`config.mk`:
```
export PLATFORM = sky130hd
export DESIGN_NAME = round_robin_quantum_scheduler_core
export DESIGN_NICKNAME = d
export VERILOG_FILES = /design/src/rtl/core/rrqs_pkg.sv /design/src/rtl/core/round_robin_quantum_scheduler_core.sv
export SDC_FILE = /design/constraint.sdc
export NUM_CORES = 1
export LEC_CHECK = 0
export ABC_AREA = 1
export BUFFER_PORTS_ARGS = -buffer_cell sky130_fd_sc_hd__buf_2
export CORE_MARGIN = 2
export CORE_UTILIZATION = 50
export DETAILED_ROUTE_END_ITERATION = 12
export PLACE_DENSITY = 0.72
export SLEW_MARGIN = 20
export SYNTH_ARGS = -nofsm -noshare
export SYNTH_HDL_FRONTEND = slang
export SYNTH_SLANG_ARGS = --single-unit
```
`constraint.sdc`:
```
create_clock -name clk -period 8.5 [get_ports clk]
set_clock_uncertainty 0.15 [all_clocks]
set_input_delay 1.7 -clock clk [delete_from_list [all_inputs] [get_ports clk]]
set_output_delay 1.7 -clock clk [all_outputs]
set_load 0.02 [all_outputs]
```
`src/rtl/core/rrqs_pkg.sv`:
```
`timescale 1ns / 1ps

package rrqs_pkg;

	// event codes
	localparam logic [1:0] FUNC_TICK  = 2'd0;
	localparam logic [1:0] FUNC_ENTRY = 2'd1;
	localparam logic [1:0] FUNC_EXIT  = 2'd2;

	localparam int ID_W      = 6;
	localparam int MASK_W    = 64;
	localparam int QUANTUM_W = 16;

	localparam logic [QUANTUM_W-1:0] QUANTUM_RESET = 16'd1000;
	localparam logic [QUANTUM_W-1:0] COUNT_MAX     = 16'hFFFF;
	localparam logic [ID_W-1:0]      KERNEL_ID     = 6'd0;

	typedef struct packed {
		logic [1:0]        func;
		logic [MASK_W-1:0] ready_mask;
	} rrqs_in_t;

	typedef struct packed {
		logic [ID_W-1:0] running_id;
		logic [ID_W-1:0] picked_id;
		logic            picked_now;
		logic            requeue_valid;
		logic [ID_W-1:0] requeue_id;
		logic            unexpected_current;
	} rrqs_out_t;

endpackage

```
`src/rtl/core/round_robin_quantum_scheduler_core.sv`:
```
`timescale 1ns / 1ps

// round-robin process scheduler with a time quantum. each item is one event
// (tick, kernel entry, kernel exit) with the ready bits of processes
// 1..NUM_PROCS-1; id 0 is the kernel. every item gives exactly one result item.
// the item is captured in an input register, then the whole event (quantum
// count, rotate-and-priority pick over the ready bits, context switch) is
// resolved into the result register, so one item is taken per cycle when the
// output does not stall. a result is offered from the result register once its
// item has passed the input register, and is taken when out_stall is low.
// the input register can still take one item while a finished result waits on
// a stalled output; in_stall only rises once both registers are full. quantum_q
// is written through cfg_wr_en / cfg_wr_data while the block is idle, a rule
// for the user that the block itself does not enforce; it resets to 1000 and
// the quantum ends on the counted tick at which the count reaches or passes it
module round_robin_quantum_scheduler_core #(
	parameter int NUM_PROCS = 64
) (
	input  logic                                    clk,
	input  logic                                    arst_n,
	input  logic                                    in_valid,
	output logic                                    in_stall,
	input  rrqs_pkg::rrqs_in_t                      in_item,
	output logic                                    out_valid,
	input  logic                                    out_stall,
	output rrqs_pkg::rrqs_out_t                     out_item,
	input  logic                                    cfg_wr_en,
	input  logic [rrqs_pkg::QUANTUM_W-1:0]          cfg_wr_data
);

	// user processes occupy ids 1..SPAN
	localparam int SPAN  = NUM_PROCS - 1;
	localparam int IDX_W = (SPAN > 1) ? $clog2(SPAN) : 1;
	localparam logic [rrqs_pkg::ID_W-1:0] SPAN_ID = rrqs_pkg::ID_W'(SPAN);

	// input register
	logic               valid_s1;
	rrqs_pkg::rrqs_in_t item_s1;

	// result register
	logic                out_valid_q;
	rrqs_pkg::rrqs_out_t out_q;

	// scheduler state
	logic [rrqs_pkg::QUANTUM_W-1:0] quantum_q;
	logic [rrqs_pkg::ID_W-1:0]      prev_q;
	logic [rrqs_pkg::ID_W-1:0]      running_q;
	logic [rrqs_pkg::ID_W-1:0]      chosen_q;
	logic [rrqs_pkg::QUANTUM_W-1:0] count_q;
	logic                           counting_q;

	logic s1_move;
	logic in_take;

	// result register frees up when empty or being taken
	assign s1_move  = !out_valid_q || !out_stall;
	assign in_stall = valid_s1 && !s1_move;
	assign in_take  = in_valid && !in_stall;

	assign out_valid = out_valid_q;
	assign out_item  = out_q;

	// round-robin pick: first ready id at or after the start slot, else wrap
	logic [SPAN-1:0]                ready_span;
	logic [IDX_W-1:0]               start_idx;
	logic                           hit_hi, hit_any;
	logic [IDX_W-1:0]               idx_hi, idx_any;
	logic [rrqs_pkg::ID_W-1:0]      pick_id;

	assign ready_span = item_s1.ready_mask[SPAN:1];
	// slot after the last process, wrapping back to id 1 past the top
	assign start_idx  = (prev_q >= SPAN_ID) ? '0 : prev_q[IDX_W-1:0];

	always_comb begin
		hit_hi  = 1'b0;
		hit_any = 1'b0;
		idx_hi  = '0;
		idx_any = '0;
		// walk downwards so the lowest set slot is the one kept
		for (int j = SPAN - 1; j >= 0; j--) begin
			if (ready_span[j]) begin
				hit_any = 1'b1;
				idx_any = IDX_W'(j);
				if (IDX_W'(j) >= start_idx) begin
					hit_hi = 1'b1;
					idx_hi = IDX_W'(j);
				end
			end
		end
		if (hit_hi) begin
			pick_id = rrqs_pkg::ID_W'(idx_hi) + rrqs_pkg::ID_W'(1);
		end else if (hit_any) begin
			pick_id = rrqs_pkg::ID_W'(idx_any) + rrqs_pkg::ID_W'(1);
		end else begin
			pick_id = rrqs_pkg::KERNEL_ID;
		end
	end

	// event resolution
	logic [rrqs_pkg::QUANTUM_W-1:0] count_inc;
	logic                           quantum_end;
	logic                           do_switch;
	logic [rrqs_pkg::ID_W-1:0]      target_id;
	logic                           picked_now;
	logic                           unexpected;

	// saturating increment
	assign count_inc   = (count_q != rrqs_pkg::COUNT_MAX) ? count_q + 16'd1 : count_q;
	assign quantum_end = (count_inc >= quantum_q);

	always_comb begin
		do_switch  = 1'b0;
		target_id  = rrqs_pkg::KERNEL_ID;
		picked_now = 1'b0;
		unexpected = 1'b0;
		case (item_s1.func)
			rrqs_pkg::FUNC_TICK: begin
				picked_now = counting_q && quantum_end;
			end
			rrqs_pkg::FUNC_ENTRY: begin
				// kernel entry while the kernel runs is no switch
				do_switch = (running_q != rrqs_pkg::KERNEL_ID);
				target_id = rrqs_pkg::KERNEL_ID;
			end
			rrqs_pkg::FUNC_EXIT: begin
				// exit still switches when a process is current, but flags it
				do_switch  = 1'b1;
				target_id  = chosen_q;
				unexpected = (running_q != rrqs_pkg::KERNEL_ID);
			end
			default: begin
				// unused event code: state holds, flags stay low
			end
		endcase
	end

	logic step;
	assign step = valid_s1 && s1_move;

	// input register control
	always_ff @(posedge clk or negedge arst_n) begin
		if (!arst_n) begin
			valid_s1 <= 1'b0;
		end else if (s1_move || !valid_s1) begin
			valid_s1 <= in_take;
		end
	end

	always_ff @(posedge clk) begin
		if (in_take) begin
			item_s1 <= in_item;
		end
	end

	// configuration register
	always_ff @(posedge clk or negedge arst_n) begin
		if (!arst_n) begin
			quantum_q <= rrqs_pkg::QUANTUM_RESET;
		end else if (cfg_wr_en) begin
			quantum_q <= cfg_wr_data;
		end
	end

	// scheduler state update
	always_ff @(posedge clk or negedge arst_n) begin
		if (!arst_n) begin
			prev_q     <= rrqs_pkg::KERNEL_ID;
			running_q  <= rrqs_pkg::KERNEL_ID;
			chosen_q   <= rrqs_pkg::KERNEL_ID;
			count_q    <= '0;
			counting_q <= 1'b0;
		end else if (step) begin
			if (item_s1.func == rrqs_pkg::FUNC_TICK && counting_q) begin
				count_q <= count_inc;
				if (quantum_end) begin
					counting_q <= 1'b0;
					chosen_q   <= pick_id;
				end
			end
			if (do_switch) begin
				if (running_q != rrqs_pkg::KERNEL_ID) begin
					prev_q <= running_q;
				end
				count_q    <= '0;
				running_q  <= target_id;
				counting_q <= 1'b1;
			end
		end
	end

	// result register
	always_ff @(posedge clk or negedge arst_n) begin
		if (!arst_n) begin
			out_valid_q <= 1'b0;
		end else if (s1_move) begin
			out_valid_q <= valid_s1;
		end
	end

	always_ff @(posedge clk) begin
		if (step) begin
			out_q.running_id         <= do_switch ? target_id : running_q;
			out_q.picked_id          <= picked_now ? pick_id : chosen_q;
			out_q.picked_now         <= picked_now;
			out_q.requeue_valid      <= do_switch;
			out_q.requeue_id         <= do_switch ? running_q : rrqs_pkg::KERNEL_ID;
			out_q.unexpected_current <= unexpected;
		end
	end

`ifndef SYNTHESIS
	// a quantum end is a tick, never a switch
	a_pick_no_switch: assert property (@(posedge clk) disable iff (!arst_n)
		out_valid && out_item.picked_now |-> !out_item.requeue_valid &&
			!out_item.unexpected_current)
		else $error("pick and switch reported for one item");

	// requeue id is clear when no switch happened
	a_requeue_id_clear: assert property (@(posedge clk) disable iff (!arst_n)
		out_valid && !out_item.requeue_valid |-> out_item.requeue_id == rrqs_pkg::KERNEL_ID)
		else $error("requeue id set without a switch");

	// a process leaving on kernel entry becomes the round-robin anchor
	a_entry_prev: assert property (@(posedge clk) disable iff (!arst_n)
		step && item_s1.func == rrqs_pkg::FUNC_ENTRY && running_q != rrqs_pkg::KERNEL_ID
		|=> prev_q == $past(running_q) && running_q == rrqs_pkg::KERNEL_ID)
		else $error("kernel entry did not record the outgoing process");

	// picked and running ids stay within the kernel and user process range
	a_chosen_range: assert property (@(posedge clk) disable iff (!arst_n)
		chosen_q <= SPAN_ID && running_q <= SPAN_ID)
		else $error("process id out of range");

	// a quantum end stops counting
	a_quantum_stops: assert property (@(posedge clk) disable iff (!arst_n)
		step && picked_now |=> !counting_q)
		else $error("counting still on after quantum end");
`endif

endmodule
```
==> impl_metrics.toml <==
[run_status]
outcome = "complete, no violations"

[timing]
fmax_mhz = 175
post-route-min-period_ns = 5.72
setup_tns_ns = 0
hold_violations = 0
worst_slew_pin_slew_ns = 0.820
rsz0062_at_grt = "false"
setup_viol = 0
drv_slew = 0
max_slew_margin_pct = 45.3
timing.final.crit_share_pct = 67.3
setup_ws_ns = 2.78

[grt]
grt_use_total_pct = 22.8
gr-total-overflow = 0
grt_pass1_wl_um = 32500
grt_start_max_net_pins = 66
antenna_found_initial = 0
first_global_vias = 6933

[floorplanning]
core-area_mm2 = 0.0160
dieArea_mm2 = 0.0175
io_pins = 110
die_h_um = 132
rows = 46
die_w_um = 132
initial_core_util_pct = 51.4

[placement]
dp_hpwl_um = 14200
place_congestion = 0.933
port_buffers = 108
dpl.cell_count = 1390
placed_area_mm2 = 0.00903
pre_cts_ws_ns = 2.81

[worst_setup_path]
slowest_delay_ns = 0.55
crit_path_end_kind = "flop"
cp_max_fo = 9
worst_path_max_delay_cell = "nor3_2"
worstPathArrival_ns = 5.75
crit_top_cell = "nand2_1"
crit_type = "reg2reg"
crit_path_start_kind = "flop"
cp_top_family = "simple AND/OR/NAND/NOR gates"
cp_data_required_time_ns = 8.52
path_buf_inv = 2

[finish]
area_delta_synth_final_pct = 16.9
multi_input_area_mm2 = 0.00357
final_area_mm2 = 0.00961
nets = 1302
final_common_cell = "nand2_1"
regArea_mm2 = 0.00392
fillers = 1475
final_layout_size_suffix_gt1_share_pct = 13.6
diodes = 0
layout.cells.non_filler = 1422
final_core_util_pct = 60.1
final_cell_mix = "nand2_1 (333), inv_1 (185), buf_2 (108)"

[clocking]
cts_tree = "built"
cts_hold_buffers = 0
ctsResizeCount = 0
cts_buffer_depth = 2
clkTransAtPathRegs_ns = 0.06
post-cts-setup-buffers = 0
htreeDepth = 4
clock-root-buffer = "clkbuf_16"
clock_sinks = 139
clkLatencyLatePin_ns = 0.43
numCtsBuffers = 17

[power_and_ir_drop]
ir_worst_vdd_uv = 163
p_per_area_mw_per_mm2 = 264
leakage_nw = 4.63

[hold_path]
hold_path_class = "reg2reg"

[routing]
drt_wl_total_um = 19100
drt_iter0_drc = 574
ant_nets = 0
firstDrtPassIters = 5
num_vias = 7330
routed_via_density = 5.15
drc = 0
wl_per_cell_um = 13.4

[synthesis]
synth.ff_latch_count = 139
ys_warn_count = 0
synth-main-ff-cell = "edfxtp_1"
seq_area_frac_synth_pct = 47.6
ys_types = 43
netlist_instances = 1070
syn_nets = 1179
synth_edf_count = 86
synth_area_mm2 = 0.00822
async_reset_ff_share_pct = 38.1
syn_avg_cell_area_um2 = 7.68

[flow_run]
cap_violations = 0
-- state kept, by name, indices dropped and copies added, names as in the netlist --
| register | count |
|---|---|
| counting_q | 1 |
| count_q | 16 |
| out_item | 21 |
| quantum_q | 16 |
| running_q | 6 |
| item_s1 | 65 |
| chosen_q | 6 |
| valid_s1 | 1 |
| out_valid | 1 |
| prev_q | 6 |
-- where the power goes --
group / internal (mW) / leakage (nW) / total, mW / switching [mW]
sequential: 0.831 / 1.50 / 0.906 / 0.0740
combinational: 0.289 / 2.86 / 0.908 / 0.619
clock: 0.439 / 0.278 / 0.729 / 0.290
-- per-layer routing --
metal / routed length (um) / GRT usage (%)
met1: 9120 / 31.4
met2: 8680 / 36.1
met3: 934 / 4.92
met4: 345 / 7.77
met5: 0 / 0
-- stage by stage --
stage / power [mW] / hold WS (ns)
3_5_place_dp: 1.81 / 0.314
2_1_floorplan: 1.57 / 0.284
5_1_grt: 2.74 / 0.360
3_3_place_gp: 1.79 / 0.304
6_report: 2.54 / 0.330
4_1_cts: 2.55 / 0.328
-- synth_stat cells (2+ instances only) --
| master | n | share of area [%] |
|---|---|---|
| o211ai_1 | 9 | 0.82 |
| a211oi_1 | 4 | 0.37 |
| a21oi_1 | 20 | 1.2 |
| dfrtp_1 | 47 | 14 |
| inv_1 | 186 | 8.5 |
| xor2_1 | 8 | 0.85 |
| nor4_1 | 19 | 1.4 |
| dfstp_2 | 6 | 1.9 |
| a31oi_1 | 10 | 0.76 |
| nand2_1 | 333 | 15 |
| nor2_2 | 2 | 0.15 |
| nand4_1 | 10 | 0.76 |
| buf_2 | 2 | 0.12 |
| nor2_1 | 81 | 3.7 |
| o31ai_1 | 4 | 0.37 |
| edfxtp_1 | 86 | 31 |
| o21a_1 | 4 | 0.37 |
| nand3_1 | 67 | 4.1 |
| o21bai_1 | 6 | 0.55 |
| o21ai_0 | 72 | 4.4 |
| ha_1 | 22 | 3.3 |
| clkbuf_1 | 4 | 0.18 |
| clkinv_1 | 3 | 0.14 |
| a21o_1 | 2 | 0.18 |
| nor3_1 | 26 | 1.6 |
| o22ai_1 | 15 | 1.1 |
| or2_2 | 3 | 0.23 |
| nand2_2 | 4 | 0.30 |
-- worst paths after layout --
check	startpoint	to	slack, ns	cells past startpoint
max	prev_q[1]	out_item[13]	2.78	68
min	counting_q	counting_q	0.33	2
max reg2reg	prev_q[1]	out_item[13]	2.78	68
min reg2reg	counting_q	counting_q	0.33	2
max in group asynchronous	arst_n	chosen_q[5]	6.50	2
min in group asynchronous	arst_n	quantum_q[13]	1.24	2
-- final cells by class --
type,instances,share of cell area (%)
Clock buffer,18,4.57
Inverter,191,7.48
Timing Repair Buffer,110,5.78
Sequential cell,139,40.7
Clock inverter,14,1.50
Multi-Input combinational cell,734,37.1
Tap cell,216,2.81
-- logic make-up after synthesis --
logic type / Yosys count / synth area share (%)
simple gates: 549 / 28.0
xor+xnor: 9 / 0.959
flops: 139 / 47.6
buf+inv: 197 / 9.05
fa+ha+maj: 22 / 3.35
compound gates: 153 / 10.8
mux: 1 / 0.137
-- worst reg2reg max path: cells and delay by family, from the launching register on --
family / cells / cell delay [ns]
xor+xnor: 1 / 0.14
simple gates: 61 / 4.00
compound gates: 3 / 0.45
buf+inv: 2 / 0.12
flops: 1 / 0.48
fa+ha+maj: 1 / 0.15
(Power assumes the default switching activity.)
